[src/design/hsl2rgb_pkg.sv]
// Shared types, constants and helpers of the HSL to RGB converter.
// Used by every module in this folder; depends on nothing else.
package hsl2rgb_pkg;

  localparam int unsigned NumChan = 3;
  localparam int unsigned NumStg  = 6;
  localparam int unsigned QW      = 19;
  localparam int unsigned VW      = 20;
  localparam int unsigned MW      = 19;
  localparam int unsigned PW      = VW + MW;

  localparam logic [17:0] ThirdQ     = 18'd87381;
  localparam logic [17:0] NegThirdQ  = 18'd174763;
  localparam logic [17:0] SixthLt    = 18'd43691;
  localparam logic [17:0] HalfLt     = 18'd131072;
  localparam logic [17:0] TwoThirdLt = 18'd174763;
  localparam logic [QW-1:0] QHalf    = 19'd131072;
  localparam logic [20:0] FourOne    = 21'd1048576;
  localparam logic [39:0] RndRamp    = 40'd131072;
  localparam logic [38:0] RndLs      = 39'd131072;
  localparam logic [29:0] RndByte    = 30'd131072;

  typedef enum logic [1:0] {
    RG_RISE,
    RG_HIGH,
    RG_FALL,
    RG_LOW
  } region_e;

  typedef struct packed {
    region_e         region;
    logic [MW-1:0]   mult;
  } chan_t;

  typedef struct packed {
    logic            zero;
    logic [QW-1:0]   l;
    logic [VW-1:0]   p;
    logic [VW-1:0]   q;
    logic [VW-1:0]   d;
  } shape_t;

  function automatic logic [QW-1:0] frac_to_q(input logic [15:0] x);
    logic [QW-1:0] base;
    logic [QW-1:0] b;
    logic [2:0]    k;
    base = {1'b0, x, 2'b00};
    b    = base + 19'd32767;
    k    = 3'd0;
    if (b >= 19'd65535)  k = 3'd1;
    if (b >= 19'd131070) k = 3'd2;
    if (b >= 19'd196605) k = 3'd3;
    if (b >= 19'd262140) k = 3'd4;
    return base + {16'd0, k};
  endfunction

endpackage

[src/design/hsl2rgb_prep.sv]
// Front stages: fixed-point conversion, l*s product, q/p/d and hue ramp positions.
// Depends on hsl2rgb_pkg.
module hsl2rgb_prep (
  input  logic                                  clk_i,
  input  logic                                  en_i,
  input  logic [15:0]                           hue_i,
  input  logic [15:0]                           saturation_i,
  input  logic [15:0]                           lightness_i,
  output hsl2rgb_pkg::shape_t                   shape_o,
  output hsl2rgb_pkg::chan_t [hsl2rgb_pkg::NumChan-1:0] chan_o
);
  import hsl2rgb_pkg::*;

  logic            s1_zero_q;
  logic [QW-1:0]   s1_s_q, s1_l_q;
  logic [17:0]     s1_t_q [NumChan];

  logic            s2_zero_q;
  logic [QW-1:0]   s2_s_q, s2_l_q;
  logic [2*QW-1:0] s2_prod_q;
  chan_t [NumChan-1:0] s2_chan_q, s2_chan_d;

  shape_t              s3_shape_q, s3_shape_d;
  chan_t [NumChan-1:0] s3_chan_q;

  logic [17:0] h;
  logic [38:0] ls_sum;
  logic [QW-1:0] ls;
  logic [VW-1:0] l2, q_v, p_v;
  logic [20:0] six_t [NumChan];
  logic [20:0] fall_m [NumChan];

  assign h = {hue_i, 2'b00};

  always_ff @(posedge clk_i) begin
    if (en_i) begin
      s1_zero_q <= (saturation_i == 16'd0);
      s1_s_q    <= frac_to_q(saturation_i);
      s1_l_q    <= frac_to_q(lightness_i);
      s1_t_q[0] <= h + ThirdQ;
      s1_t_q[1] <= h;
      s1_t_q[2] <= h + NegThirdQ;
    end
  end

  always_comb begin
    for (int i = 0; i < NumChan; i++) begin
      six_t[i]  = {3'd0, s1_t_q[i]} * 21'd6;
      fall_m[i] = FourOne - six_t[i];
      priority if (s1_t_q[i] < SixthLt) begin
        s2_chan_d[i].region = RG_RISE;
        s2_chan_d[i].mult   = six_t[i][MW-1:0];
      end else if (s1_t_q[i] < HalfLt) begin
        s2_chan_d[i].region = RG_HIGH;
        s2_chan_d[i].mult   = '0;
      end else if (s1_t_q[i] < TwoThirdLt) begin
        s2_chan_d[i].region = RG_FALL;
        s2_chan_d[i].mult   = fall_m[i][MW-1:0];
      end else begin
        s2_chan_d[i].region = RG_LOW;
        s2_chan_d[i].mult   = '0;
      end
    end
  end

  always_ff @(posedge clk_i) begin
    if (en_i) begin
      s2_zero_q <= s1_zero_q;
      s2_s_q    <= s1_s_q;
      s2_l_q    <= s1_l_q;
      s2_prod_q <= s1_l_q * s1_s_q;
      s2_chan_q <= s2_chan_d;
    end
  end

  always_comb begin
    ls_sum = {1'b0, s2_prod_q} + RndLs;
    ls     = ls_sum[36:18];
    l2     = {s2_l_q, 1'b0};
    if (s2_l_q < QHalf) begin
      q_v = {1'b0, s2_l_q} + {1'b0, ls};
    end else begin
      q_v = {1'b0, s2_l_q} + {1'b0, s2_s_q} - {1'b0, ls};
    end
    p_v = (l2 >= q_v) ? l2 - q_v : '0;
    s3_shape_d.zero = s2_zero_q;
    s3_shape_d.l    = s2_l_q;
    s3_shape_d.q    = q_v;
    s3_shape_d.p    = p_v;
    s3_shape_d.d    = (q_v >= p_v) ? q_v - p_v : '0;
  end

  always_ff @(posedge clk_i) begin
    if (en_i) begin
      s3_shape_q <= s3_shape_d;
      s3_chan_q  <= s2_chan_q;
    end
  end

  assign shape_o = s3_shape_q;
  assign chan_o  = s3_chan_q;

endmodule

[src/design/hsl2rgb_ramp.sv]
// Back stages of one color channel: ramp product, level select, byte scaling.
// Depends on hsl2rgb_pkg.
module hsl2rgb_ramp (
  input  logic                clk_i,
  input  logic                en_i,
  input  hsl2rgb_pkg::shape_t shape_i,
  input  hsl2rgb_pkg::chan_t  chan_i,
  output logic [7:0]          byte_o
);
  import hsl2rgb_pkg::*;

  shape_t        s4_shape_q;
  region_e       s4_region_q;
  logic [PW-1:0] s4_prod_q;

  logic [21:0]   s5_v_q, s5_v_d;
  logic [7:0]    s6_byte_q, s6_byte_d;

  logic [39:0]   rnd_sum;
  logic [21:0]   step;
  logic [29:0]   scaled;
  logic [11:0]   r;

  always_ff @(posedge clk_i) begin
    if (en_i) begin
      s4_shape_q  <= shape_i;
      s4_region_q <= chan_i.region;
      s4_prod_q   <= shape_i.d * chan_i.mult;
    end
  end

  always_comb begin
    rnd_sum = {1'b0, s4_prod_q} + RndRamp;
    step    = rnd_sum[39:18];
    if (s4_shape_q.zero) begin
      s5_v_d = {3'd0, s4_shape_q.l};
    end else begin
      unique case (s4_region_q)
        RG_RISE, RG_FALL: s5_v_d = {2'd0, s4_shape_q.p} + step;
        RG_HIGH:          s5_v_d = {2'd0, s4_shape_q.q};
        RG_LOW:           s5_v_d = {2'd0, s4_shape_q.p};
        default:          s5_v_d = {2'd0, s4_shape_q.p};
      endcase
    end
  end

  always_ff @(posedge clk_i) begin
    if (en_i) begin
      s5_v_q <= s5_v_d;
    end
  end

  always_comb begin
    scaled    = {s5_v_q, 8'd0} - {8'd0, s5_v_q} + RndByte;
    r         = scaled[29:18];
    s6_byte_d = (r > 12'd255) ? 8'd255 : r[7:0];
  end

  always_ff @(posedge clk_i) begin
    if (en_i) begin
      s6_byte_q <= s6_byte_d;
    end
  end

  assign byte_o = s6_byte_q;

endmodule

[src/design/hsl_to_rgb_converter.sv]
// Top level of the HSL to RGB converter: handshake, valid chain, three channels.
// Depends on hsl2rgb_pkg, hsl2rgb_prep and hsl2rgb_ramp.
//
// Usage:
//   Input channel valid_i/ready_o carries one pixel word: hue_i (fraction of a
//   turn, /65536), saturation_i and lightness_i (/65535). Output channel
//   valid_o/ready_i carries red_o, green_o, blue_o, rounded and clamped.
//   valid_o rises when an accepted word reaches the last stage. Throughput
//   is one word per cycle unless the receiver stalls: the six register
//   stages (conversion, l*s product, q/p shaping, ramp product, level select,
//   byte scaling) all advance together.
//   When the receiver stalls with a word on the output, the whole pipeline
//   holds and ready_o drops; nothing is lost or repeated. Bubbles inside the
//   pipeline are not squeezed out: only the output stage can stall it, so
//   ready_o stays high while the output register is empty.
//   Reset clears all stage valid bits; the first word can be taken right after
//   rst_ni rises.
module hsl_to_rgb_converter (
  input  logic        clk_i,
  input  logic        rst_ni,
  input  logic        valid_i,
  output logic        ready_o,
  input  logic [15:0] hue_i,
  input  logic [15:0] saturation_i,
  input  logic [15:0] lightness_i,
  output logic        valid_o,
  input  logic        ready_i,
  output logic [7:0]  red_o,
  output logic [7:0]  green_o,
  output logic [7:0]  blue_o
);
  import hsl2rgb_pkg::*;

  logic                en;
  logic [NumStg-1:0]   vld_q, vld_d;
  shape_t              shape;
  chan_t [NumChan-1:0] chan;

  assign en      = !vld_q[NumStg-1] || ready_i;
  assign ready_o = en;
  assign valid_o = vld_q[NumStg-1];
  assign vld_d   = {vld_q[NumStg-2:0], valid_i};

  always_ff @(posedge clk_i or negedge rst_ni) begin
    if (!rst_ni) begin
      vld_q <= '0;
    end else if (en) begin
      vld_q <= vld_d;
    end
  end

  hsl2rgb_prep u_prep (
    .clk_i        (clk_i),
    .en_i         (en),
    .hue_i        (hue_i),
    .saturation_i (saturation_i),
    .lightness_i  (lightness_i),
    .shape_o      (shape),
    .chan_o       (chan)
  );

  hsl2rgb_ramp u_ramp_r (
    .clk_i   (clk_i),
    .en_i    (en),
    .shape_i (shape),
    .chan_i  (chan[0]),
    .byte_o  (red_o)
  );

  hsl2rgb_ramp u_ramp_g (
    .clk_i   (clk_i),
    .en_i    (en),
    .shape_i (shape),
    .chan_i  (chan[1]),
    .byte_o  (green_o)
  );

  hsl2rgb_ramp u_ramp_b (
    .clk_i   (clk_i),
    .en_i    (en),
    .shape_i (shape),
    .chan_i  (chan[2]),
    .byte_o  (blue_o)
  );

`ifndef SYNTH
  a_accept_enters : assert property (@(posedge clk_i) disable iff (!rst_ni)
    valid_i && ready_o |=> vld_q[0])
    else $error("accepted word did not enter first stage");

  a_reaches_out : assert property (@(posedge clk_i) disable iff (!rst_ni)
    en && vld_q[NumStg-2] |=> valid_o)
    else $error("word lost before output stage");

  a_stall_holds : assert property (@(posedge clk_i) disable iff (!rst_ni)
    !en |=> $stable(vld_q))
    else $error("pipeline moved during stall");
`endif

endmodule
[config.mk]
export PLATFORM = sky130hd
export DESIGN_NAME = hsl_to_rgb_converter
export DESIGN_NICKNAME = d
export VERILOG_FILES = /design/src/design/hsl2rgb_pkg.sv /design/src/design/hsl2rgb_prep.sv /design/src/design/hsl2rgb_ramp.sv /design/src/design/hsl_to_rgb_converter.sv
export SDC_FILE = /design/constraint.sdc
export NUM_CORES = 2
export LEC_CHECK = 0
export BUFFER_PORTS_ARGS = -buffer_cell sky130_fd_sc_hd__buf_2
export CORE_MARGIN = 2
export CORE_UTILIZATION = 50
export DETAILED_ROUTE_END_ITERATION = 10
export PLACE_DENSITY = 0.68
export REMOVE_ABC_BUFFERS = 1
export SYNTH_ARGS = -nofsm -noshare
export SYNTH_HDL_FRONTEND = slang
export SYNTH_HIERARCHICAL = 1
export SYNTH_SLANG_ARGS = --single-unit
[constraint.sdc]
create_clock -name clk_i -period 10 [get_ports clk_i]
set_clock_uncertainty 0.15 [all_clocks]
set_input_delay 0 -clock clk_i [delete_from_list [all_inputs] [get_ports clk_i]]
set_output_delay 0 -clock clk_i [all_outputs]
set_load 0.05 [all_outputs]
==> flow_summary.json <==
{
  "status": "completed",
  "path_cells": "buf_4 -> nand2_1 -> fa_1 -> inv_1 -> fa_1 -> inv_1 -> fa_1 -> inv_1 -> fa_1 -> fa_1 -> inv_1 -> fa_1 -> inv_1 -> ha_1 -> a21oi_1 -> o211ai_1 -> a221o_1 -> a41oi_1 -> nor4_1 -> o2111ai_1 -> nand3_1 -> a2111oi_0 -> nor3b_1",
  "min_period_over_period": 0.842,
  "avgSynthCellArea_um2": 9.97,
  "cts_resized": 0,
  "port_buffers": 77,
  "fillers": 15000,
  "async_reset_ff_frac": 0.00871,
  "synthTopCellsByCount": "inv_1 (1611), fa_1 (1225), nand2_1 (1022)",
  "dp_cells": 10800,
  "period_needed_ns": 8.42,
  "syn-cell-area_um2": 86100,
  "endpoint_kind": "register",
  "hold_slack_ns": 0.0433,
  "tightest_slew_ns": 1.26,
  "drive_gt1_frac": 0.0448,
  "cpMaxStageDelayCell": "edfxtp_1",
  "die_x_um": 419,
  "fin_area_um2": 92400,
  "fin_tns_setup_ns": 0,
  "syn-instance-count": 8630,
  "place_hpwl_um": 163000,
  "ctsRootBufferMaster": "clkbuf_16",
  "cts_tree": "yes",
  "fmax_mhz": 119,
  "layout.cells.non_filler": 11000,
  "hold_path_class": "in -> reg",
  "start_util": 0.502,
  "grt_pass1_wl_um": 342000,
  "dr.pass1.iters": 5,
  "r2r_slack_ns": 1.58,
  "antenna_found_initial": 10,
  "worstPathArrival_ns": 8.70,
  "cts_sinks": 689,
  "finalHoldViolCount": 0,
  "drv_slew": 0,
  "ys_ff_latch": 689,
  "clockBufferDepth": 3,
  "synth_cell_types": 113,
  "core_region_area_um2": 171000,
  "overflow": 0,
  "die_h_um": 419,
  "ys_seq_area_frac": 0.240,
  "wl_per_cell_um": 19.5,
  "cts_buffers": 78,
  "drc_errors": 0,
  "layout.nets": 10700,
  "required_ns": 10.28,
  "yosysTopAreaCell": "fa_1",
  "worst_setup_path_start_kind": "register",
  "grt_pass1_vias": 62700,
  "final_antenna_net_count": 0,
  "critical_path.max_stage_delay_ns": 1.05,
  "synth_ff_type": "edfxtp_1",
  "critPathKind": "reg -> reg",
  "regArea_um2": 20700,
  "ios": 78,
  "grt_usage": 0.248,
  "place_area_um2": 88700,
  "clock_latency_ns": 0.73,
  "grt_start_max_net_pins": 196,
  "gp_congestion": 0.956,
  "ys_warn_count": 6,
  "drt_iter0_drc": 4369,
  "via_per_inst": 5.45,
  "synthMostInstantiatedCell": "inv_1",
  "relSlewSlack": 0.161,
  "multi_input_area_um2": 58100,
  "cts.clk_slew.worst_paths_ns": 0.06,
  "vias": 60000,
  "cap_violations": 0,
  "crit_family": "adder cells",
  "path_buf_inv": 6,
  "critPathMostFrequentCell": "fa_1",
  "syn2layout_area_growth_pct": 7.33,
  "finalSetupViolations": 0,
  "synth_top_area_frac": 0.285,
  "rows": 152,
  "die-area_um2": 175000,
  "finalWirelength_um": 214000,
  "synth_area_leaders": "fa_1 (28%), edfxtp_1 (24%), ha_1 (12%), inv_1 (7.0%), and2_1 (5.6%)",
  "synth_edf_count": 683,
  "rsz0062_at_grt": "no",
  "htree_levels": 3,
  "cp_max_fo": 38
}
==> cell families (layout without fill, tap and decap cells) <==
group           after synthesis  after routing  synth area share
simple gates               2516           2516             0.145
fa+ha+maj                  2028           2028             0.402
buf+inv                    1939           1994            0.0851
compound gates              947            947            0.0735
flops                       689            689             0.240
xor+xnor                    387            387            0.0395
mux                         122            122            0.0150
other cells                   2              9         0.0000872
==> cell type report <==
type | instances | area share
diodes | 3 | 0.0000813
clock buffers | 88 | 0.0215
clock inverters | 57 | 0.00830
inverters | 1612 | 0.0655
multi-input cells | 6006 | 0.629
flip-flops and latches | 689 | 0.224
well taps | 2310 | 0.0313
repair buffers | 237 | 0.0207
==> state kept, by name, summed over array words and instances (netlist names), 20 cells and up <==
| register | cells |
|---|---|
| u_prep/chan_o | 58 |
| u_prep/s1_t_q | 47 |
| u_prep/s2_chan_q | 58 |
| u_prep/s2_prod_q | 20 |
| u_prep/shape_o | 80 |
| u_ramp_b/s4_prod_q | 22 |
| u_ramp_b/s4_shape_q | 60 |
| u_ramp_b/s5_v_q | 22 |
| u_ramp_g/s4_prod_q | 22 |
| u_ramp_g/s4_shape_q | 60 |
| u_ramp_g/s5_v_q | 22 |
| u_ramp_r/s4_prod_q | 22 |
| u_ramp_r/s4_shape_q | 60 |
| u_ramp_r/s5_v_q | 22 |
==> cell usage in the layout (no fill, tap or decap), drive strengths merged, types with 11 or more instances in the layout <==
cell,count
inv,1616
fa,1225
nand2,1022
ha,803
and2,767
edfxtp,683
a21oi,272
nor2,264
xnor2,241
o21ai,176
xor2,146
buf,141
a21o,111
dlygate4sd3,96
nand3,93
clkbuf,88
nor3,85
mux2i,84
o21a,71
o21bai,47
nand4,46
nand2b,45
and3,40
mux2,38
nor2b,37
clkinv,36
a31oi,33
a211oi,33
o31ai,31
o211ai,29
or3,21
or2,18
o22ai,16
and4,16
nor3b,15
nor4,15
a211o,13
a2111oi,11
==> metrics by stage <==
step / worst slack, ns / util
final: 1.58 / 0.539
after global routing: 0.998 / 0.539
after CTS: 1.63 / 0.539
after detailed placement: 1.66 / 0.517
after global placement: 1.84 / 0.517
after floorplan: 2.47 / -
==> final timing paths <==
path | startpoint | to | cells after the start
hold reg to reg | u_prep/s2_chan_q[15]$_DFFE_PP_ | u_prep/chan_o[15]$_DFFE_PP_ | 0
min in group asynchronous | rst_ni | vld_q[4]$_DFFE_PN0P_ | 3
setup / recovery | u_prep/shape_o[5]$_SDFFCE_PN0P_ | u_ramp_g/s4_prod_q[38]$_DFFE_PP_ | 23
max in group asynchronous | rst_ni | vld_q[2]$_DFFE_PN0P_ | 3
setup reg to reg | u_prep/shape_o[5]$_SDFFCE_PN0P_ | u_ramp_g/s4_prod_q[38]$_DFFE_PP_ | 23
hold / removal | hue_i[13] | u_prep/s1_t_q[0][31]$_DFFE_PP_ | 2
==> metal layers <==
layer	up-vias	part of all wire	track usage
met4	0	0.033	0.0794
met2	1947	0.47	0.402
met1	30200	0.44	0.346
met5	-	0	0
met3	384	0.062	0.0338
li1	27500	-	-
==> repair_timing <==
| action | CTS | global route |
|---|---|---|
| hold endpoints to repair | 116 | 0 |
| setup buffers | 0 | 0 |
| hold buffers | 96 | 0 |
Power is not shown: default switching activity piles up to over one toggle a cycle in this logic, so the estimate is an artifact.
